--- src/hw/rtl/bdh_pkg.sv ---
`timescale 1ns / 1ps
// ----------------------------------------------------------------------------
// bdh_pkg
// Shared types, codes and the command byte table of the button divert
// handshake engine.
// ----------------------------------------------------------------------------
package bdh_pkg;

    // Command length in bytes, zero padded past the header
    localparam int unsigned PAYLOAD_BYTES = 19;
    localparam int unsigned IDX_W         = $clog2(PAYLOAD_BYTES);
    localparam int unsigned CNT_W         = 5;

    // Protocol constants
    localparam logic [7:0] DEV_INDEX    = 8'hff;
    localparam logic [7:0] SW_ID        = 8'h02;
    localparam logic [7:0] ROOT_SLOT    = 8'h00;
    localparam logic [3:0] REPORTING_FN = 4'd3;
    localparam logic [7:0] ACK_CODE     = {REPORTING_FN, SW_ID[3:0]};
    localparam logic [7:0] DIVERT_ON    = 8'h03;
    localparam logic [7:0] DIVERT_OFF   = 8'h02;
    localparam logic [7:0] ERR_MARK     = 8'hff;
    localparam logic [CNT_W-1:0] COUNT_MAX = 5'd31;

    // Register map (byte address 4 * index)
    localparam int unsigned PADDR_W = 4;
    typedef enum logic [1:0] {
        REG_FWD_CID    = 2'd0,
        REG_FEATURE_ID = 2'd1,
        REG_SHORT_RID  = 2'd2,
        REG_LONG_RID   = 2'd3
    } t_reg_idx;

    // Event codes
    localparam logic [2:0] OP_CONNECT    = 3'd0;
    localparam logic [2:0] OP_DISCONNECT = 3'd1;
    localparam logic [2:0] OP_SET_WANTED = 3'd2;
    localparam logic [2:0] OP_OUT_ACCEPT = 3'd3;
    localparam logic [2:0] OP_REQUEST    = 3'd4;
    localparam logic [2:0] OP_REPORT     = 3'd5;

    // Result types
    localparam logic [1:0] RES_ACK     = 2'd0;
    localparam logic [1:0] RES_NOTHING = 2'd1;
    localparam logic [1:0] RES_CMD     = 2'd2;
    localparam logic [1:0] RES_VERDICT = 2'd3;

    // Command kinds, also used for the outstanding request
    localparam logic [1:0] KIND_NONE    = 2'd0;
    localparam logic [1:0] KIND_FEATURE = 2'd1;
    localparam logic [1:0] KIND_DIVERT  = 2'd2;

    // One result item
    typedef struct packed {
        logic [1:0] result_type;
        logic [1:0] out_kind;
        logic [7:0] out_rid;
        logic [7:0] out_byte;
        logic       out_last;
        logic       handled;
        logic       held_flip;
        logic       button_held;
        logic       claims_forward;
    } t_result;

    // Byte idx of a command; bytes past the six byte header are zero
    function automatic logic [7:0] cmd_byte(
        input logic [1:0]       kind,
        input logic [IDX_W-1:0] idx,
        input logic [15:0]      fid,
        input logic [15:0]      cid,
        input logic [7:0]       slot,
        input logic             enable
    );
        logic [7:0] b;
        b = 8'h00;
        if (kind == KIND_FEATURE) begin
            if (idx == IDX_W'(0)) b = DEV_INDEX;
            else if (idx == IDX_W'(1)) b = ROOT_SLOT;
            else if (idx == IDX_W'(2)) b = SW_ID;
            else if (idx == IDX_W'(3)) b = fid[15:8];
            else if (idx == IDX_W'(4)) b = fid[7:0];
        end else if (kind == KIND_DIVERT) begin
            if (idx == IDX_W'(0)) b = DEV_INDEX;
            else if (idx == IDX_W'(1)) b = slot;
            else if (idx == IDX_W'(2)) b = ACK_CODE;
            else if (idx == IDX_W'(3)) b = cid[15:8];
            else if (idx == IDX_W'(4)) b = cid[7:0];
            else if (idx == IDX_W'(5)) b = enable ? DIVERT_ON : DIVERT_OFF;
        end
        return b;
    endfunction

endpackage

--- src/hw/rtl/bdh_ifs.sv ---
`timescale 1ns / 1ps
// ----------------------------------------------------------------------------
// bdh channel interfaces
// Event channel and result channel, valid/ready with payload.
// ----------------------------------------------------------------------------
interface bdh_in_if;
    logic       valid;
    logic       ready;
    logic [2:0] op;
    logic [7:0] rpt_id;
    logic [7:0] data_byte;
    logic       last;
    logic       desired;
    logic       accepted;
    logic [1:0] sent_kind;

    modport source (output valid, op, rpt_id, data_byte, last, desired,
                    accepted, sent_kind, input ready);
    modport sink   (input valid, op, rpt_id, data_byte, last, desired,
                    accepted, sent_kind, output ready);
endinterface

interface bdh_out_if;
    logic       valid;
    logic       ready;
    logic [1:0] result_type;
    logic [1:0] out_kind;
    logic [7:0] out_rid;
    logic [7:0] out_byte;
    logic       out_last;
    logic       handled;
    logic       consumed;
    logic       held_flip;
    logic       button_held;
    logic       claims_forward;

    modport source (output valid, result_type, out_kind, out_rid, out_byte,
                    out_last, handled, consumed, held_flip, button_held,
                    claims_forward, input ready);
    modport sink   (input valid, result_type, out_kind, out_rid, out_byte,
                    out_last, handled, consumed, held_flip, button_held,
                    claims_forward, output ready);
endinterface

--- src/hw/rtl/button_divert_handshake_engine.sv ---
`timescale 1ns / 1ps
// ----------------------------------------------------------------------------
// button_divert_handshake_engine
// Host side of a vendor HID handshake that diverts one button: tracks the
// link and divert flags, emits get-feature / set-divert commands and judges
// incoming reports.
// ----------------------------------------------------------------------------
//  channel   dir  kind          carries
//  i_in      in   valid/ready   one event (op, report byte, flags)
//  o_out     out  valid/ready   one result (ack, command byte, verdict)
//  APB       in   psel/penable  register writes and reads, 4 registers
//
//  State updates at the accepting edge; the result lands in the output reg, so
//  events stream at 1 per cycle unless a command run or a stall holds them.
//  A command request produces PAYLOAD_BYTES command bytes, one per output
//  transfer; i_in.ready stays low until the final byte sits in the output reg.
//  Report bytes that are not last produce no result.
//  Reset (i_rst_n low, synchronous) clears all flags and loads register
//  defaults. Downstream stalls hold the output register and block new events.
// ----------------------------------------------------------------------------
module button_divert_handshake_engine (
    input  logic                        i_clk,
    input  logic                        i_rst_n,
    bdh_in_if.sink                      i_in,
    bdh_out_if.source                   o_out,
    input  logic                        psel,
    input  logic                        penable,
    input  logic                        pwrite,
    input  logic [bdh_pkg::PADDR_W-1:0] paddr,
    input  logic [31:0]                 pwdata,
    output logic [31:0]                 prdata,
    output logic                        pready
);
    import bdh_pkg::*;

    // Configuration registers
    logic [15:0] r_fwd_cid, r_feature_id;
    logic [7:0]  r_short_rid, r_long_rid;

    // Engine state
    logic             r_link_up, n_link_up;
    logic             r_wanted, n_wanted;
    logic             r_active, n_active;
    logic             r_held, n_held;
    logic             r_failed, n_failed;
    logic             r_pending, n_pending;
    logic [1:0]       r_awaiting, n_awaiting;
    logic [7:0]       r_slot, n_slot;
    logic [CNT_W-1:0] r_byte_count, n_byte_count;
    logic [7:0]       r_hdr [3];
    logic [7:0]       n_hdr [3];
    logic [7:0]       r_cid_hi, n_cid_hi;
    logic             r_scan_done, n_scan_done;
    logic             r_cid_found, n_cid_found;

    // Output register and command run tracking
    logic             r_out_valid, n_out_valid;
    t_result          r_out, n_out;
    logic             r_run, n_run;
    logic [IDX_W-1:0] r_emit_idx, n_emit_idx;

    logic in_xfer, out_xfer, cfg_wr;
    logic [1:0] reg_idx;

    assign in_xfer  = i_in.valid && i_in.ready;
    assign out_xfer = r_out_valid && o_out.ready;
    assign i_in.ready = !r_run && (!r_out_valid || o_out.ready);

    // APB access
    assign pready  = 1'b1;
    assign cfg_wr  = psel && penable && pwrite;
    assign reg_idx = paddr[3:2];

    always_comb begin
        unique case (reg_idx)
            REG_FWD_CID:    prdata = {16'h0000, r_fwd_cid};
            REG_FEATURE_ID: prdata = {16'h0000, r_feature_id};
            REG_SHORT_RID:  prdata = {24'h000000, r_short_rid};
            REG_LONG_RID:   prdata = {24'h000000, r_long_rid};
            default:        prdata = 32'h0;
        endcase
    end

    // Event processing and result selection
    always_comb begin
        logic             res;
        logic [IDX_W-1:0] nxt;
        logic [CNT_W-1:0] idx;
        logic [15:0]      cid;
        logic             base, done, hnd, chg, ev_held;
        logic [1:0]       kind;

        n_link_up    = r_link_up;
        n_wanted     = r_wanted;
        n_active     = r_active;
        n_held       = r_held;
        n_failed     = r_failed;
        n_pending    = r_pending;
        n_awaiting   = r_awaiting;
        n_slot       = r_slot;
        n_byte_count = r_byte_count;
        n_hdr        = r_hdr;
        n_cid_hi     = r_cid_hi;
        n_scan_done  = r_scan_done;
        n_cid_found  = r_cid_found;
        n_out_valid  = r_out_valid;
        n_out        = r_out;
        n_run        = r_run;
        n_emit_idx   = r_emit_idx;
        res  = 1'b1;
        kind = KIND_NONE;
        hnd  = 1'b0;
        chg  = 1'b0;
        base = 1'b0;
        done = 1'b0;
        ev_held = 1'b0;
        idx  = r_byte_count;
        cid  = {r_cid_hi, i_in.data_byte};
        nxt  = IDX_W'(r_emit_idx + IDX_W'(1));

        if (in_xfer) begin
            // connect / disconnect reset everything but the wanted flag
            if (i_in.op == OP_CONNECT || i_in.op == OP_DISCONNECT) begin
                n_link_up    = (i_in.op == OP_CONNECT);
                n_active     = 1'b0;
                n_held       = 1'b0;
                n_failed     = 1'b0;
                n_pending    = 1'b0;
                n_awaiting   = KIND_NONE;
                n_slot       = 8'h00;
                n_byte_count = '0;
                n_hdr        = '{default: 8'h00};
                n_cid_hi     = 8'h00;
                n_scan_done  = 1'b0;
                n_cid_found  = 1'b0;
            end else if (i_in.op == OP_SET_WANTED) begin
                if (i_in.desired != r_wanted) begin
                    n_wanted = i_in.desired;
                    if (i_in.desired) n_failed = 1'b0;
                end
            end else if (i_in.op == OP_OUT_ACCEPT) begin
                if (i_in.accepted &&
                    (i_in.sent_kind == KIND_FEATURE || i_in.sent_kind == KIND_DIVERT))
                    n_awaiting = i_in.sent_kind;
            end else if (i_in.op == OP_REQUEST) begin
                // pick the next command, if any
                if (r_link_up && r_awaiting == KIND_NONE) begin
                    if (r_slot == 8'h00) begin
                        if (r_wanted && !r_failed) kind = KIND_FEATURE;
                    end else if (r_active != r_wanted) begin
                        kind      = KIND_DIVERT;
                        n_pending = r_wanted;
                    end
                end
            end else if (i_in.op == OP_REPORT) begin
                // assemble header and scan the control-id list
                if (idx != COUNT_MAX) begin
                    if (idx == CNT_W'(1)) n_hdr[0] = i_in.data_byte;
                    if (idx == CNT_W'(2)) n_hdr[1] = i_in.data_byte;
                    if (idx == CNT_W'(3)) n_hdr[2] = i_in.data_byte;
                    if (idx >= CNT_W'(3) && !r_scan_done) begin
                        if (idx[0]) begin
                            n_cid_hi = i_in.data_byte;
                        end else if (cid == 16'h0000) begin
                            n_scan_done = 1'b1;
                        end else if (cid == r_fwd_cid) begin
                            n_cid_found = 1'b1;
                        end
                    end
                    n_byte_count = CNT_W'(idx + CNT_W'(1));
                end
                res = i_in.last;
                if (i_in.last) begin
                    // judge the finished report
                    base = r_link_up &&
                           (i_in.rpt_id == r_short_rid || i_in.rpt_id == r_long_rid) &&
                           (r_wanted || r_active || r_awaiting != KIND_NONE ||
                            r_slot != 8'h00);
                    if (base) begin
                        hnd = 1'b1;
                        if (r_awaiting == KIND_FEATURE) begin
                            if (n_byte_count >= CNT_W'(5) && n_hdr[0] == ERR_MARK &&
                                n_hdr[1] == ROOT_SLOT && n_hdr[2] == SW_ID) begin
                                n_failed   = 1'b1;
                                n_awaiting = KIND_NONE;
                                done       = 1'b1;
                            end else if (n_byte_count >= CNT_W'(4) &&
                                         n_hdr[0] == ROOT_SLOT && n_hdr[1] == SW_ID) begin
                                n_slot     = n_hdr[2];
                                n_failed   = (n_hdr[2] == 8'h00);
                                n_awaiting = KIND_NONE;
                                done       = 1'b1;
                            end
                        end
                        if (!done && r_awaiting == KIND_DIVERT) begin
                            if (n_byte_count >= CNT_W'(5) && n_hdr[0] == ERR_MARK &&
                                n_hdr[1] == r_slot && n_hdr[2] == ACK_CODE) begin
                                if (r_pending) begin
                                    n_failed = 1'b1;
                                    n_active = 1'b0;
                                end
                                n_awaiting = KIND_NONE;
                                done       = 1'b1;
                            end else if (n_byte_count >= CNT_W'(3) &&
                                         n_hdr[0] == r_slot && n_hdr[1] == ACK_CODE) begin
                                n_active = r_pending;
                                if (!r_pending) n_held = 1'b0;
                                chg        = r_held && !r_pending;
                                n_awaiting = KIND_NONE;
                                done       = 1'b1;
                            end
                        end
                        // button event report
                        if (!done && r_slot != 8'h00 && n_byte_count >= CNT_W'(3) &&
                            n_hdr[0] == r_slot && n_hdr[1][7:4] == 4'h0) begin
                            ev_held = n_cid_found && r_active;
                            if (ev_held != r_held) begin
                                n_held = ev_held;
                                chg    = 1'b1;
                            end
                        end
                    end
                    // report done: drop the assembly
                    n_byte_count = '0;
                    n_hdr        = '{default: 8'h00};
                    n_cid_hi     = 8'h00;
                    n_scan_done  = 1'b0;
                    n_cid_found  = 1'b0;
                end
            end

            // load the result register
            if (res) begin
                n_out_valid          = 1'b1;
                n_out                = '0;
                n_out.button_held    = n_held;
                n_out.claims_forward = n_link_up && n_active;
                n_run                = 1'b0;
                n_emit_idx           = '0;
                if (i_in.op == OP_REQUEST) begin
                    if (kind == KIND_NONE) begin
                        n_out.result_type = RES_NOTHING;
                    end else begin
                        n_out.result_type = RES_CMD;
                        n_out.out_kind    = kind;
                        n_out.out_rid     = r_long_rid;
                        n_out.out_byte    = cmd_byte(kind, '0, r_feature_id, r_fwd_cid,
                                                     r_slot, n_pending);
                        n_run             = 1'b1;
                    end
                end else if (i_in.op == OP_REPORT) begin
                    n_out.result_type = RES_VERDICT;
                    n_out.handled     = hnd;
                    n_out.held_flip   = chg;
                end else begin
                    n_out.result_type = RES_ACK;
                end
            end else if (out_xfer) begin
                n_out_valid = 1'b0;
            end
        end else if (out_xfer) begin
            if (r_run) begin
                // next byte of the command run
                n_emit_idx     = nxt;
                n_out.out_byte = cmd_byte(r_out.out_kind, nxt, r_feature_id, r_fwd_cid,
                                          r_slot, r_pending);
                n_out.out_last = (nxt == IDX_W'(PAYLOAD_BYTES - 1));
                n_run          = (nxt != IDX_W'(PAYLOAD_BYTES - 1));
            end else begin
                n_out_valid = 1'b0;
            end
        end
    end

    // Control state and configuration
    always_ff @(posedge i_clk) begin
        if (!i_rst_n) begin
            r_fwd_cid    <= 16'd0;
            r_feature_id <= 16'd6916;
            r_short_rid  <= 8'd16;
            r_long_rid   <= 8'd17;
            r_link_up    <= 1'b0;
            r_wanted     <= 1'b0;
            r_active     <= 1'b0;
            r_held       <= 1'b0;
            r_failed     <= 1'b0;
            r_pending    <= 1'b0;
            r_awaiting   <= KIND_NONE;
            r_slot       <= 8'h00;
            r_byte_count <= '0;
            r_hdr        <= '{default: 8'h00};
            r_cid_hi     <= 8'h00;
            r_scan_done  <= 1'b0;
            r_cid_found  <= 1'b0;
            r_out_valid  <= 1'b0;
            r_run        <= 1'b0;
            r_emit_idx   <= '0;
        end else begin
            if (cfg_wr) begin
                unique case (reg_idx)
                    REG_FWD_CID:    r_fwd_cid    <= pwdata[15:0];
                    REG_FEATURE_ID: r_feature_id <= pwdata[15:0];
                    REG_SHORT_RID:  r_short_rid  <= pwdata[7:0];
                    REG_LONG_RID:   r_long_rid   <= pwdata[7:0];
                    default: ;
                endcase
            end
            r_link_up    <= n_link_up;
            r_wanted     <= n_wanted;
            r_active     <= n_active;
            r_held       <= n_held;
            r_failed     <= n_failed;
            r_pending    <= n_pending;
            r_awaiting   <= n_awaiting;
            r_slot       <= n_slot;
            r_byte_count <= n_byte_count;
            r_hdr        <= n_hdr;
            r_cid_hi     <= n_cid_hi;
            r_scan_done  <= n_scan_done;
            r_cid_found  <= n_cid_found;
            r_out_valid  <= n_out_valid;
            r_run        <= n_run;
            r_emit_idx   <= n_emit_idx;
        end
    end

    // Result payload
    always_ff @(posedge i_clk) begin
        r_out <= n_out;
    end

    assign o_out.valid          = r_out_valid;
    assign o_out.result_type    = r_out.result_type;
    assign o_out.out_kind       = r_out.out_kind;
    assign o_out.out_rid        = r_out.out_rid;
    assign o_out.out_byte       = r_out.out_byte;
    assign o_out.out_last       = r_out.out_last;
    assign o_out.handled        = r_out.handled;
    assign o_out.consumed       = r_out.handled;
    assign o_out.held_flip      = r_out.held_flip;
    assign o_out.button_held    = r_out.button_held;
    assign o_out.claims_forward = r_out.claims_forward;

endmodule

--- src/flat_wrapper.sv ---
// flat-port wrapper written by rule: the top's interface ports become plain ports
module button_divert_handshake_engine_flat import bdh_pkg::*;
  (i_clk, i_rst_n, psel, penable, pwrite, paddr, pwdata, prdata, pready, i_in_valid, i_in_op, i_in_rpt_id, i_in_data_byte, i_in_last, i_in_desired, i_in_accepted, i_in_sent_kind, i_in_ready, o_out_valid, o_out_result_type, o_out_out_kind, o_out_out_rid, o_out_out_byte, o_out_out_last, o_out_handled, o_out_consumed, o_out_held_flip, o_out_button_held, o_out_claims_forward, o_out_ready);
  bdh_in_if i_in_i ();
  bdh_out_if o_out_i ();
  input  logic i_clk;
  input  logic i_rst_n;
  input  logic psel;
  input  logic penable;
  input  logic pwrite;
  input  logic [bdh_pkg::PADDR_W-1:0] paddr;
  input  logic [31:0] pwdata;
  output logic [31:0] prdata;
  output logic pready;
  input wire logic [$bits(i_in_i.valid)-1:0] i_in_valid;
  input wire logic [$bits(i_in_i.op)-1:0] i_in_op;
  input wire logic [$bits(i_in_i.rpt_id)-1:0] i_in_rpt_id;
  input wire logic [$bits(i_in_i.data_byte)-1:0] i_in_data_byte;
  input wire logic [$bits(i_in_i.last)-1:0] i_in_last;
  input wire logic [$bits(i_in_i.desired)-1:0] i_in_desired;
  input wire logic [$bits(i_in_i.accepted)-1:0] i_in_accepted;
  input wire logic [$bits(i_in_i.sent_kind)-1:0] i_in_sent_kind;
  output wire logic [$bits(i_in_i.ready)-1:0] i_in_ready;
  output wire logic [$bits(o_out_i.valid)-1:0] o_out_valid;
  output wire logic [$bits(o_out_i.result_type)-1:0] o_out_result_type;
  output wire logic [$bits(o_out_i.out_kind)-1:0] o_out_out_kind;
  output wire logic [$bits(o_out_i.out_rid)-1:0] o_out_out_rid;
  output wire logic [$bits(o_out_i.out_byte)-1:0] o_out_out_byte;
  output wire logic [$bits(o_out_i.out_last)-1:0] o_out_out_last;
  output wire logic [$bits(o_out_i.handled)-1:0] o_out_handled;
  output wire logic [$bits(o_out_i.consumed)-1:0] o_out_consumed;
  output wire logic [$bits(o_out_i.held_flip)-1:0] o_out_held_flip;
  output wire logic [$bits(o_out_i.button_held)-1:0] o_out_button_held;
  output wire logic [$bits(o_out_i.claims_forward)-1:0] o_out_claims_forward;
  input wire logic [$bits(o_out_i.ready)-1:0] o_out_ready;
  assign i_in_i.valid = i_in_valid;
  assign i_in_i.op = i_in_op;
  assign i_in_i.rpt_id = i_in_rpt_id;
  assign i_in_i.data_byte = i_in_data_byte;
  assign i_in_i.last = i_in_last;
  assign i_in_i.desired = i_in_desired;
  assign i_in_i.accepted = i_in_accepted;
  assign i_in_i.sent_kind = i_in_sent_kind;
  assign i_in_ready = i_in_i.ready;
  assign o_out_valid = o_out_i.valid;
  assign o_out_result_type = o_out_i.result_type;
  assign o_out_out_kind = o_out_i.out_kind;
  assign o_out_out_rid = o_out_i.out_rid;
  assign o_out_out_byte = o_out_i.out_byte;
  assign o_out_out_last = o_out_i.out_last;
  assign o_out_handled = o_out_i.handled;
  assign o_out_consumed = o_out_i.consumed;
  assign o_out_held_flip = o_out_i.held_flip;
  assign o_out_button_held = o_out_i.button_held;
  assign o_out_claims_forward = o_out_i.claims_forward;
  assign o_out_i.ready = o_out_ready;
  button_divert_handshake_engine u_core (.i_clk(i_clk), .i_rst_n(i_rst_n), .i_in(i_in_i), .o_out(o_out_i), .psel(psel), .penable(penable), .pwrite(pwrite), .paddr(paddr), .pwdata(pwdata), .prdata(prdata), .pready(pready));
endmodule
--- config.mk ---
export PLATFORM = sky130hd
export DESIGN_NAME = button_divert_handshake_engine_flat
export DESIGN_NICKNAME = d
export VERILOG_FILES = /design/src/hw/rtl/bdh_pkg.sv /design/src/hw/rtl/bdh_ifs.sv /design/src/hw/rtl/button_divert_handshake_engine.sv /design/src/flat_wrapper.sv
export SDC_FILE = /design/constraint.sdc
export NUM_CORES = 1
export LEC_CHECK = 0
export BUFFER_PORTS_ARGS = -buffer_cell sky130_fd_sc_hd__buf_2
export CAP_MARGIN = 20
export CORE_ASPECT_RATIO = 1.25
export CORE_UTILIZATION = 40
export CTS_CLUSTER_DIAMETER = 30
export CTS_CLUSTER_SIZE = 20
export DETAILED_ROUTE_END_ITERATION = 6
export SKIP_CTS_REPAIR_TIMING = 1
export SLEW_MARGIN = 40
export SYNTH_ARGS = -nofsm -noshare
export SYNTH_HDL_FRONTEND = slang
export SYNTH_SLANG_ARGS = --single-unit
export TNS_END_PERCENT = 5
--- constraint.sdc ---
create_clock -name i_clk -period 3.55 [get_ports i_clk]
set_input_delay 0 -clock i_clk [delete_from_list [all_inputs] [get_ports i_clk]]
set_output_delay 0 -clock i_clk [all_outputs]
set_load 0.03 [all_outputs]
* Word level (Yosys, flattened, before mapping)
Cells that the tools add are included.
Storage, ports and cells: memory bits (read-only) 0, bits of input ports 67, bits in latches 0, logic and storage cells 424, memories 0, flip-flop bits (word level) 135, output and inout port bits 61, bits in writable memories 0
Operators by class: reduce and logical (&&, ||, !) cells 95, div/mod/pow operators 0, add/subtract/negate cells 2, multipliers 0, eq/ne operators 54, order comparisons 4, bitwise gates (word level) 5, muxes and demuxes 233, shifts and indexed selects 0
Operator list (number):
- 24-bit two-way mux | 13
- 8-bit two-way mux | 39
- 1-bit two-way mux | 132
- 32-bit one-hot mux with 4 select lines | 1
- 5-bit two-way mux | 17
- 2-bit two-way mux | 27
- 8-bit == test | 4
- 8-bit zero test | 4
- 3-bit nonzero test | 10
- 1-bit logical AND | 28
- 9-bit two-way mux | 3
- 2-bit nonzero test | 12
- 5-bit by 2-bit == test with 1-bit output (second input constant) | 4
- 16-bit == test | 1
- 8-bit by 2-bit == test with 1-bit output (second input constant) | 2
- 8-bit by 6-bit == test with 1-bit output (second input constant) | 2
- 16-bit zero test | 1
- 8-bit AND reduction | 2
- 7-bit AND reduction | 2
- 13-bit two-way mux | 1
- 2-bit == test (second input constant) | 6
- 2-bit AND reduction | 6
- 5-bit by 1-bit adder with 5-bit output (second input constant) | 2
- 2-bit by 1-bit == test with 1-bit output (second input constant) | 5
- other kinds (32) | 69

* Depth between registers and ports, before layout
Gate-level depths: netlist (run 1).
word-level depth 49, mapped depth 11, gate-level depth less buffers 9

* Worst setup path before layout (run 1)
No wires, ideal clock.
kind register -> register, start reg u_core.r_byte_count[0], end reg u_core.r_out, in the netlist u_core.o_out.claims_forward (data pin), period minus slack after synthesis 2796 ps, stages on the path, launching flop included 11, arrival 2518 ps, setup time 278 ps, slack 754 ps, data required time 3272 ps, buffers on the path 2, path through dfxtp_1 > clkbuf_1 > inv_1 > ha_1 > nor4b_2 > buf_2 > nand4_1 > a211o_1 > nor4_1 > o211ai_1 > nor4bb_1
Between the ends: word-level cells in the longest chain between the ends 35, elaborated cells on any way between the ends 68, classes of those cells 1 x add/sub; 3 x order compare; 11 x eq/ne; 39 x mux; 14 x reduce/logical
Ends and longest elaborated chain:
- from (decl) | line button_divert_handshake_engine.sv:49 | logic [CNT_W-1:0] r_byte_count, n_byte_count;
- from (signal assigned) | line button_divert_handshake_engine.sv:316 | r_byte_count <= n_byte_count;
- parallel branches: the longest is 25 deep, another holds 5-bit by 1-bit adder with 5-bit output
- 1-bit two-way mux * | line button_divert_handshake_engine.sv:195 | if (!done && r_awaiting == KIND_DIVERT) begin
- 1-bit two-way mux * | line button_divert_handshake_engine.sv:179 | if (base) begin
- 1-bit two-way mux * | line button_divert_handshake_engine.sv:173 | if (i_in.last) begin
- 1-bit two-way mux * | line button_divert_handshake_engine.sv:155 | end else if (i_in.op == OP_REPORT) begin
- 1-bit two-way mux * | line button_divert_handshake_engine.sv:145 | end else if (i_in.op == OP_REQUEST) begin
- 1-bit two-way mux * | line button_divert_handshake_engine.sv:141 | end else if (i_in.op == OP_OUT_ACCEPT) begin
- 1-bit two-way mux * | line button_divert_handshake_engine.sv:136 | end else if (i_in.op == OP_SET_WANTED) begin
- 1-bit two-way mux * | line button_divert_handshake_engine.sv:123 | if (i_in.op == OP_CONNECT || i_in.op == OP_DISCONNECT) begin
- 1-bit two-way mux * | line button_divert_handshake_engine.sv:121 | if (in_xfer) begin
- 1-bit logical AND * | line button_divert_handshake_engine.sv:237 | n_out.claims_forward = n_link_up && n_active;
- to (signal assigned) | line button_divert_handshake_engine.sv:329 | r_out <= n_out;
- to (decl) | line button_divert_handshake_engine.sv:58 | t_result r_out, n_out;
Mark *: on every way between the ends. The select of a mux whose other input is x is not followed. A chain may end at the register's enable or synchronous reset.

* Worst setup path after layout (run 1)
start reg u_core.r_byte_count[1], end reg u_core.r_out, in the netlist u_core.o_out.claims_forward (data pin)
The elaborated chain is that of the path after synthesis.

==> results.txt, run 1 <==
The flow ran to the end, and the final reports show no timing, DRC or antenna violations. After clock tree synthesis, the clock-pin slew on the worst setup and hold paths is 0.07 ns. between 100 and 150 I/O pins were placed. The highest attainable clock frequency is 313 MHz. The die covers 20700 um2. The maximum fanout along the worst path came out at 10.

The level count of the clock H-tree is 4. The yosys synthesis warning count came out at 0. The maximum clock path buffer count is 2. The portion of synthesized cell area occupied by the leading cell type is a little over a quarter. The number of synthesized register bits came out at 135.

The source-to-sink clock delay at the later pin of the worst-skew pair came out at 0.43 ns. The max capacitance violation total is 0. The number of iterations in the first detailed-routing pass is 5. The time the final worst path needs with I/O delays and setup came out at 3.19 ns.

The average vias per placed instance came out at about 5.7. The internal cell power is 2.67 mW. The global-route wire length before repair came out at 39000 um. The most common cell after layout, fill and taps aside is nand2_1. The synthesized-area fraction occupied by xor and xnor cells came out at 4.79%.

In this run the worst hold path is classified as in2reg. The standard cell core area came out at 19500 um2. In this run the vertical extent of the chip is 161 um. Clock tree synthesis inserted a total of 17 buffers. The routed via count came out at 7503. The fraction of the mapped netlist area in adder cells came out at 1.87%.

The number of clock sinks is 135. Counting distinct cell types in the post-synthesis netlist gives 78. The part of the Yosys area used for sequential elements came out at a little under two fifths. The clock share of power came out at 47.0%. The final number of max-transition violations came out at 0. The switching power summed over all nets is 1.03 mW. The number of antenna diodes in the final layout is 0. The filler cell count is 1941. By area the synthesized netlist is led by dfxtp_1 27%, edfxtp_1 9.3%, mux2i_1 6.3%. In this design, the stage delay of the slowest critical-path cell is between 0.5 and 0.6 ns.

In the routed design, unresolved DRC markers number 0. The critical path is of the reg2reg type. After synthesis, the share of cell area in mux cells is 8.87%. The proportion of register bits with asynchronous set or reset after synthesis is 0%. In the finished design, the share of the clock period the worst path needs comes to 89.9%. The critical path goes through inv_1 > ha_1 > or4b_4 > a2111oi_4 > a221oi_2 > or3_1 > nor4_1 > o211ai_1 > nor4bb_1.

The pin slew with the least headroom to its limit came out at 0.792 ns. The initial standard-cell utilization of the core came out at a little over 40%. The placement row count came out at 57. The count of endpoints failing setup in the final report came out at 0.

The CTS tree is built. The count of routing violations after the opening detailed-route iteration came out at 545. The fraction of the mapped netlist area in compound gates came out at about 17%. The final wirelength came out at 24800 um. The via count of the first global-routing pass is roughly 7000. The analysis attributes to cell leakage a power of 3.66 nW. Setup repair after global routing left no endpoint under its margin. The worst setup skew after layout came out at around 0.011 ns. The fraction of final layout cells sized beyond drive strength 1 came out at 16.6%. The element type at the critical path start is a flip-flop. The synthesized area per cell is approximately 8.5 um2.

The average detailed-routed wire length per instance is 18.9 um. The setup TNS after final layout is 0 ns. The master cell of the clock root buffer is clkbuf_16. The half-perimeter wire length after placement came out at 17800 um. Of the total power, registers draw 43.4%. In the layout the commonest cells are 112 x nand2_1, 110 x dfxtp_1, 92 x buf_2, 91 x nor2_1, 57 x a21oi_1.

STA puts the critical path data required time at 3.69 ns. The placer's final routability congestion estimate is 0.920. The utilization of the core after routing came out at 48.4%. Data arrives at the worst endpoint at between 3 and 4 ns. In the synthesized netlist the dominant register cell turns out to be dfxtp_1. The aggregate global routing overflow is 0. The switching share of total power is 27.7%. The area of the mapped netlist is 8040 um2. The number of antenna violations at the first check in global routing came out at 0. The count of buffers from port buffering came out at 92. After synthesis, the largest family of logic cells by area is simple AND/OR/NAND/NOR gates. STA classifies the critical path endpoint as a flip-flop. For this run, the total global-route usage over all layers was measured as between 20% and 30%.

The final layout net count is 1115. The remaining max-slew budget at the tightest pin came out at between 40 and 50%. On the critical path, the stage with the largest delay is an instance of or4b_4. The maximum vdd ir drop came out at 0.328 mV. The simple-gate area share of the yosys netlist came out at 24.6%.

The detail route stage leaves a number of antenna-violating nets equal to 0. The die outline width came out at ~130 um. The biggest area contributor in the post-synthesis netlist is dfxtp_1.

The synthesis-to-layout area growth is 17.7%. The maximum number of pins on one net before global-route repair is 54. The ratio of total power to cell area came out at 391 nW/um2. The portion of total power attributed to combinational logic is under 10%. The final count of hold timing violations came out at 0. The synthesized netlist cell count came out at 946. The number of enable-type register cells in the synthesized netlist came out at 25.
## kinds of logic (layout without fill, tap and decap cells)
group	count (synthesis)	in the layout
adder cells (fa/ha/maj)	12	12
AO/OA/AOI/OAI	192	192
XOR/XNOR	44	44
buffers and inverters	109	197
AND/OR/NAND/NOR	391	391
other	2	17
flip-flops	135	135
multiplexers	61	61
## worst max-delay path, delay by kind of cell (launching register included)
kind	cells	cell delay (ns)
fa+ha+maj	1	0.16
compound gates	3	0.71
flops	1	0.41
simple gates	4	1.50
buf+inv	1	0.12
## worst paths after layout
path | endpoint | start | cells past startpoint | slack, ns
worst min-delay path | u_core.r_hdr[21] | i_in_data_byte[5] | 3 | 0.04
worst min register to register | u_core.r_feature_id[4] | u_core.r_feature_id[4] | 2 | 0.49
worst max register to register | u_core.o_out.claims_forward | u_core.r_byte_count[1] | 9 | 0.36
worst max-delay path | u_core.o_out.claims_forward | u_core.r_byte_count[1] | 9 | 0.36
## cells in the mapped netlist (4+ instances only)
library cell	count
nand2_1	112
dfxtp_1	110
nor2_1	92
a21oi_1	57
clkbuf_1	55
mux2i_1	51
inv_1	31
a22oi_1	27
nand3_1	27
xnor2_1	26
edfxtp_1	25
nor3_1	22
nand2b_1	21
nor4_1	20
buf_4	18
nand4_1	18
xor2_1	18
nor2b_1	17
and2_1	16
o21ai_0	13
ha_1	12
a221oi_1	9
o22ai_1	9
or3_1	9
mux4_2	8
a22o_1	7
a32oi_1	7
a21o_1	6
o221ai_1	6
or4_1	6
and3_1	5
a211oi_1	4
a31oi_1	4
nand3b_1	4
nor4b_1	4
o211ai_1	4
## power groups by stage
stage	combinational [mW]	sequential, mW	clock (mW)
after floorplan	0.203	1.66	0
after detailed placement	0.335	1.64	0
after CTS	0.336	1.61	1.76
after global placement	0.336	1.64	0
after global routing	0.380	1.61	1.83
final	0.355	1.61	1.74
## state kept, by name, indices dropped and copies added, names as in the netlist, 8 cells and up
register and count:
u_core.o_out.out_byte 8, u_core.o_out.out_rid 8, u_core.r_cid_hi 8, u_core.r_feature_id 16, u_core.r_fwd_cid 16, u_core.r_hdr 24
u_core.r_long_rid 8, u_core.r_short_rid 8, u_core.r_slot 8
## routing by layer
| metal | GRT usage (%) | share of wire (%) |
|---|---|---|
| met2 | 41.0 | 49 |
| met4 | 10.6 | 2.8 |
| met5 | 0 | 0 |
| met1 | 30.7 | 42 |
| met3 | 4.83 | 6.2 |
## stage by stage
step	hold WS [ns]	worst slack, ns	cells	instance area (um2)	power (mW)
3_5_place_dp	0.240	0.430	1261	8680	1.97
6_report	0.0364	0.360	1314	9470	3.70
4_1_cts	-0.204	0.389	1293	9250	3.70
2_1_floorplan	0.124	0.754	961	8100	1.87
3_3_place_gp	0.248	0.465	1261	8680	1.97
5_1_grt	0.0376	0.167	1314	9470	3.82
## area by class of cell
cell class	count	area [um2]	area share [%]
inverter	32	120	1.27
tap	265	332	3.50
timing repair buffer	133	821	8.67
clock buffer	17	425	4.49
sequential	135	2950	31.2
clock inverter	15	145	1.53
multi-input combinational	717	4670	49.3
Note: power is estimated with default switching activity, not from simulation.
==> run 2: changes to the inputs <==
--- a/config.mk
+++ b/config.mk
@@ -8,12 +8,13 @@
 export BUFFER_PORTS_ARGS = -buffer_cell sky130_fd_sc_hd__buf_2
 export CAP_MARGIN = 20
 export CORE_ASPECT_RATIO = 1.25
-export CORE_UTILIZATION = 40
+export CORE_UTILIZATION = 58
 export CTS_CLUSTER_DIAMETER = 30
 export CTS_CLUSTER_SIZE = 20
 export DETAILED_ROUTE_END_ITERATION = 6
+export PLACE_DENSITY = 0.81
 export SKIP_CTS_REPAIR_TIMING = 1
-export SLEW_MARGIN = 40
+export SLEW_MARGIN = 20
 export SYNTH_ARGS = -nofsm -noshare
 export SYNTH_HDL_FRONTEND = slang
 export SYNTH_SLANG_ARGS = --single-unit
==> run 2 against run 1 <==
Routed wire length fell by 5.0%. Core utilization rose by 21 points. Combinational power barely moved. Worst setup slack improved by 0.053 ns. Clock skew fell by 0.0039 ns.
==> results.txt, run 2 (synthesis results as in run 1) <==
The run finished with clean final reports. The count of buffers from port buffering came out at 92 (unchanged). The synthesis-to-layout area growth came out at 16.4%. The post-route fraction of the period consumed by the critical path came to 88.4% (-1.5 points). The pin slew with the least headroom to its limit is 0.846 ns (+0.0541 ns). The count of routing violations after the opening detailed-route iteration is 710 (+30%). The die area was 14300 um2 (-31%). The vertical die dimension is 134 um (-17%).

The number of antenna violations at the first check in global routing came out at 0 (unchanged). The routed via count is 7757 (+3.4%). The final number of max-transition violations came to 0 (unchanged). The number of cells on the worst reg-to-reg path was 8 (-1). The number of iterations in the first detailed-routing pass was 5 (unchanged). The startpoint of the worst setup timing path is u_core.r_byte_count[0].

The number of buffers inserted during clock tree synthesis was 17 (unchanged). The via count of the first global-routing pass is 7260 (+3.1%). The startpoint identified for the worst register-to-register timing path is u_core.r_byte_count[0]. The clock-pin slew of the registers on the worst-case setup and hold paths came out at 0.06 ns (about the same). The final layout net count came out at 1110 (-0.45%). The worst setup skew after layout is 0.00755 ns (-0.00388 ns).

The time the final worst path needs with I/O delays and setup was 3.14 ns (-0.0529 ns). The leakage component of the power came to 3.66 nW (-0.12%). The filler cell count came out at 1065 (-45%). The root buffer cell chosen for the clock tree is clkbuf_16. The reg-to-reg critical path endpoint is u_core.o_out.claims_forward. The highest attainable clock frequency was 319 MHz (+1.7%). Leaving out fill and tap cells, the most frequent cell in the layout is nand2_1. The sequential cell area came out at 2950 um2 (unchanged). The count of endpoints failing setup in the final report came to 0 (unchanged).

The utilization of the core after routing is 69.8% (+21 points). The final count of hold timing violations was 0 (unchanged). The placed standard-cell area is 8540 um2 (-1.7%). Ranked by flip-flop count, first place goes to u_core.r_hdr. The kind of path behind the tightest hold check is in2reg. The most critical setup path has its endpoint at u_core.o_out.claims_forward. The average vias per placed instance is 6.38 (+12%). The worst setup path is captured at a flip-flop. The area occupied by multi-input gates came to 4670 um2 (about the same). The die outline width is 107 um (-17%). The number of clock sinks came out at 135 (unchanged). In the final layout, the registers with the most flip-flops are u_core.r_hdr: 24 flops, u_core.r_feature_id: 16 flops, u_core.r_fwd_cid: 16 flops. The maximum fanout along the worst path is 9 (-1). The ratio of total power to cell area is 409 nW/um2 (+4.6%). The library cells used most frequently in the layout, excluding fill and tap cells, are 112 x nand2_1, 110 x dfxtp_1, 92 x buf_2, 91 x nor2_1, 57 x a21oi_1. The summed area of non-filler cells in the final layout is 9360 um2 (-1.2%).

The slack of the worst reg-to-reg path is 0.41 ns (+0.05 ns). The diode insertion count for antenna repair came out at 0 (unchanged). The maximum vdd ir drop came out at 0.323 mV (-1.7%). The initial standard-cell utilization of the core was 60.0% (+19 points). The source-to-sink clock delay at the later pin of the worst-skew pair came out at 0.42 ns (about the same). The average detailed-routed wire length per instance came out at 19.4 um (+2.7%).

The remaining design rule violation count is 0 (unchanged). The half-perimeter wire length after placement is 16400 um (-8.2%). The flip-flop count of the largest register after layout came out at 24 (unchanged). The required arrival time at the worst endpoint came out at 3.69 ns (about the same). The CTS tree is built. The worst setup path is of the reg2reg kind.

The standard cell core area is 13400 um2 (-31%). The worst endpoint data arrival time is 3.28 ns (-0.05 ns). The level count of the clock H-tree came out at 4 (unchanged). The placer's final routability congestion estimate came out at 0.924 (+0.38%).

The setup TNS after final layout came out at 0 ns (unchanged). The final wirelength is 23600 um (-5.0%). The maximum number of pins on one net before global-route repair came to 78 (+44%). The worst setup path is launched from a flip-flop. The remaining max-slew budget at the tightest pin is 43.2% (-3.6 points). The number of instances on the worst hold path is 3 (unchanged). The number of antenna-violating nets in the routed design came out at 0 (unchanged). The max capacitance violation total came out at 0 (unchanged).

The number of placed I/O pins came out at 128 (unchanged). The placement row count is 47 (-18%). The maximum clock path buffer count came out at 2 (unchanged). The aggregate global routing overflow is 0 (unchanged). The combined global-route utilization of all metal layers is 33.6% (+9.0 points). The fraction of final layout cells sized beyond drive strength 1 came out at 16.0% (-0.59 points). The global-route wire length before repair came out at 37100 um (-5.0%). Setup repair after global routing left no endpoint under its margin.
==> run 2: cell types whose count changed in the layout (fill, tap and decap cells not counted), sizes merged <==
cell,change
buf,-4
bufinv,+3
clkbuf,+3
clkinv,-3
clkinvlp,+1
dlygate4sd3,-1
inv,-4
==> run 2: worst min path at each step <==
stage                      startpoint                       to  slack [ns]
floorplan                  pwdata[11]  u_core.r_feature_id[11]        0.12
global placement           pwdata[12]  u_core.r_feature_id[12]        0.24
detailed placement         pwdata[12]  u_core.r_feature_id[12]        0.24
CTS                        pwdata[12]  u_core.r_feature_id[12]       -0.19
global route        i_in_data_byte[7]         u_core.r_hdr[23]        0.05
finish              i_in_data_byte[6]         u_core.r_hdr[14]        0.03
==> run 2: layer usage <==
metal	part of all wire (%)	up-vias	global-route usage (%)
met4	5.2	0	19.3
met1	36	3638	39.3
met2	50	455	57.0
li1	-	3559	-
met5	0	-	0
met3	8.8	105	6.56
==> run 2: through the flow <==
step	power, mW	setup slack [ns]	cells	hold WS, ns
global route	3.92	0.159	1215	0.0507
detailed placement	1.97	0.497	1163	0.241
CTS	3.81	0.471	1195	-0.193
floorplan	1.87	0.754	961	0.124
finish	3.83	0.413	1215	0.0266
global placement	1.96	0.513	1163	0.239
==> run 2: worst max-delay path, stage by stage, from the launching register on <==
cell and delay, ns:
dfxtp_1 0.48, ha_1 0.21, or4b_4 0.52, a2111oi_4 0.39
a221oi_2 0.16, or3_1 0.44, nor4_1 0.34, o211ai_1 0.15
nor4bb_1 0.16
==> run 2: power breakdown <==
part           total [mW]  internal [mW]  switching, mW
clock                1.87           1.19          0.675
combinational       0.354          0.110          0.243
sequential           1.61           1.59         0.0207
==> run 2: layout make-up <==
cell class	count	area share [%]
clock inverters	12	1.86
inverters	32	1.28
flip-flops and latches	135	31.6
multi-input cells	717	49.9
clock buffers	20	4.77
well taps	171	2.29
repair buffers	128	8.34
==> run 3: changes to the inputs <==
--- a/config.mk
+++ b/config.mk
@@ -8,11 +8,10 @@
 export BUFFER_PORTS_ARGS = -buffer_cell sky130_fd_sc_hd__buf_2
 export CAP_MARGIN = 20
 export CORE_ASPECT_RATIO = 1.25
-export CORE_UTILIZATION = 58
+export CORE_UTILIZATION = 35
 export CTS_CLUSTER_DIAMETER = 30
 export CTS_CLUSTER_SIZE = 20
 export DETAILED_ROUTE_END_ITERATION = 6
-export PLACE_DENSITY = 0.81
 export SKIP_CTS_REPAIR_TIMING = 1
 export SLEW_MARGIN = 20
 export SYNTH_ARGS = -nofsm -noshare
==> run 3 against run 2 <==
Design area up 1.6%. Non-clock buffer count is 6 higher. Total power down 2.5%.
==> results.txt, run 3 (synthesis results as in run 1) <==
The run finished with clean final reports. The library cell used most frequently in the layout, excluding fill and tap cells, is nand2_1. The placer's final routability congestion estimate came out at 0.884 (-4.3%).

The flip-flop count of the largest register after layout is 24 (unchanged). The number of buffers inserted during clock tree synthesis is 17 (unchanged). The routed via count came out at 7509 (-3.2%).

The clock-pin slew of the registers on the worst-case setup and hold paths came out at 0.07 ns (about the same). The register containing the most flip-flops in the final layout is u_core.r_hdr. Setup repair after global routing left no endpoint under its margin. The worst setup path is launched from a flip-flop.

The final count of hold timing violations came out at 0 (unchanged). The count of buffers from port buffering is 92 (unchanged). The worst setup margin came out at 0.336 ns (-0.0767 ns). The number of placed I/O pins is 128 (unchanged). The source-to-sink clock delay at the later pin of the worst-skew pair is 0.43 ns (about the same). The count of routing violations after the opening detailed-route iteration was 460 (-35%). The critical path is of the reg2reg type. The tightest min-delay check is of the in2reg type. The average detailed-routed wire length per instance came to 18.5 um (-4.8%).

The aggregate global routing overflow is 0 (unchanged). The number of antenna-violating nets in the routed design came out at 0 (unchanged). The die area is 23600 um2 (+64%). The post-route fraction of the period consumed by the critical path came out at 90.5% (+2.2 points). The filler cell count was 2255 (+110%). The diode insertion count for antenna repair is 0 (unchanged).

The largest registers in the layout are u_core.r_hdr: 24 flops, u_core.r_feature_id: 16 flops, u_core.r_fwd_cid: 16 flops. The pin slew with the least headroom to its limit came to 0.911 ns (+0.0658 ns). The switching share of total power is 27.7% (+3.1 points). The worst slack at placement is 0.481 ns (-0.0158 ns).

The via count of the first global-routing pass is 6946 (-4.3%). The die outline width is 138 um (+28%). The initial standard-cell utilization of the core is 36.0% (-24 points). The final number of max-transition violations came to 0 (unchanged). The standard cell core area came out at 22400 um2 (+67%). The master cell of the clock root buffer is clkbuf_16. The maximum clock path buffer count came out at 2 (unchanged).

The remaining max-slew budget at the tightest pin is 37.7% (-5.5 points). The level count of the clock H-tree came out at 4 (unchanged). The time the final worst path needs with I/O delays and setup is 3.21 ns (+0.0767 ns). The setup TNS after final layout is 0 ns (unchanged). The placement row count is 61 (+30%).

The remaining design rule violation count is 0 (unchanged). The fraction of final layout cells sized beyond drive strength 1 came out at 16.8% (+0.77 points). The leakage component of the power was 3.66 nW (+0.10%). The max capacitance violation total was 0 (unchanged). The half-perimeter wire length after placement came to 17600 um (+7.6%). The worst endpoint data arrival time is 3.57 ns (+0.29 ns).

The top cell types in the final layout, fill and taps aside, are 112 x nand2_1, 110 x dfxtp_1, 92 x buf_2, 91 x nor2_1, 57 x a21oi_1. The area occupied by multi-input gates came out at 4670 um2 (unchanged). The average vias per placed instance came out at 5.63 (-12%).

The number of iterations in the first detailed-routing pass is 5 (unchanged). The sort of element at the end of the critical path is a flip-flop. The final wirelength came out at 24600 um (+4.4%). The sequential cell fraction of total power was 43.0% (+1.0 points).

The vertical die dimension came to 171 um (+28%). The internal cell power came out at 2.70 mW (-6.6%). The portion of total power attributed to combinational logic is 9.6% (+0.4 points).

The count of endpoints failing setup in the final report is 0 (unchanged). The clock share of power was 47.4% (-1.4 points). The highest attainable clock frequency came out at 311 MHz (-2.4%). The final layout net count is 1116 (+0.54%). The maximum fanout along the worst path is 4 (-5).

The global-route wire length before repair came out at 38200 um (+3.2%). The maximum number of pins on one net before global-route repair is 78 (unchanged). The number of clock sinks is 135 (unchanged). The synthesis-to-layout area growth came out at 18.2%. The number of antenna violations at the first check in global routing came out at 0 (unchanged). The required arrival time at the worst endpoint came to 3.90 ns (+0.21 ns). The sequential cell area is 2950 um2 (unchanged).

TritonCTS built the clock tree. The worst setup skew after layout came out at 0.0125 ns (+0.00491 ns). The switching power summed over all nets came out at 1.03 mW (+9.9%). The maximum vdd ir drop is 0.355 mV (+10%). The combined global-route utilization of all metal layers is 21.3% (-12 points).

The ratio of total power to cell area is 393 nW/um2 (-4.0%).
[run 3: cell count changes in the layout (fill, tap and decap cells not counted), sizes merged]
cell | before | now
clkinvlp | 2 | 4
clkinv | 4 | 2
inv | 34 | 39
bufinv | 4 | 1
clkbuf | 20 | 18
dlygate4sd3 | 20 | 21
buf | 108 | 113
[run 3: metrics by stage]
step | instance area (um2) | util [%] | std cells | total power [mW] | hold WS (ns)
2_1_floorplan | 8100 | - | 961 | 1.87 | 0.124
3_3_place_gp | 8710 | 39.0 | 1280 | 1.98 | 0.234
3_5_place_dp | 8710 | 39.0 | 1280 | 1.98 | 0.238
4_1_cts | 9290 | 41.6 | 1312 | 3.73 | -0.208
5_1_grt | 9500 | 42.5 | 1333 | 3.84 | 0.0493
6_report | 9500 | 42.5 | 1333 | 3.73 | 0.0390
[run 3: layout make-up]
type	count	area share [%]
clock buffers	18	4.62
flip-flops and latches	135	31.1
well taps	283	3.73
repair buffers	134	8.72
inverters	32	1.26
multi-input cells	717	49.1
clock inverters	14	1.47
[run 3: power by group through the flow]
stage | combinational, mW | sequential [mW] | clock (mW)
2_1_floorplan | 0.203 | 1.66 | 0
3_3_place_gp | 0.338 | 1.64 | 0
3_5_place_dp | 0.339 | 1.64 | 0
4_1_cts | 0.340 | 1.61 | 1.79
5_1_grt | 0.384 | 1.61 | 1.85
6_report | 0.357 | 1.61 | 1.77
[run 3: worst max-delay path, stage by stage (launching register included)]
cell	delay (ns)
dfxtp_1	0.40
xnor2_1	0.15
nand4_1	0.14
o22ai_1	0.37
o2111ai_1	0.25
a2111oi_0	0.86
nand4_1	0.18
dlygate4sd3_1	0.62
a31oi_1	0.16
[run 3: final timing paths]
check                             from  slack [ns]                    to  cells after the start
setup / recovery  u_core.r_long_rid[0]        0.34  u_core.r_awaiting[0]                      8
setup reg to reg  u_core.r_long_rid[0]        0.34  u_core.r_awaiting[0]                      8
hold / removal       i_in_sent_kind[1]        0.04  u_core.r_awaiting[1]                      4
hold reg to reg     u_core.r_cid_found        0.48    u_core.r_cid_found                      2
[run 3: metal layers]
layer	part of all wire, %	wire length (um)	global-route usage (%)	vias to the layer above
met2	48	11800	35.7	280
met1	44	10900	27.3	3601
li1	-	-	-	3579
met4	2.6	647	8.50	0
met5	0	0	0	-
met3	5.2	1280	3.01	49
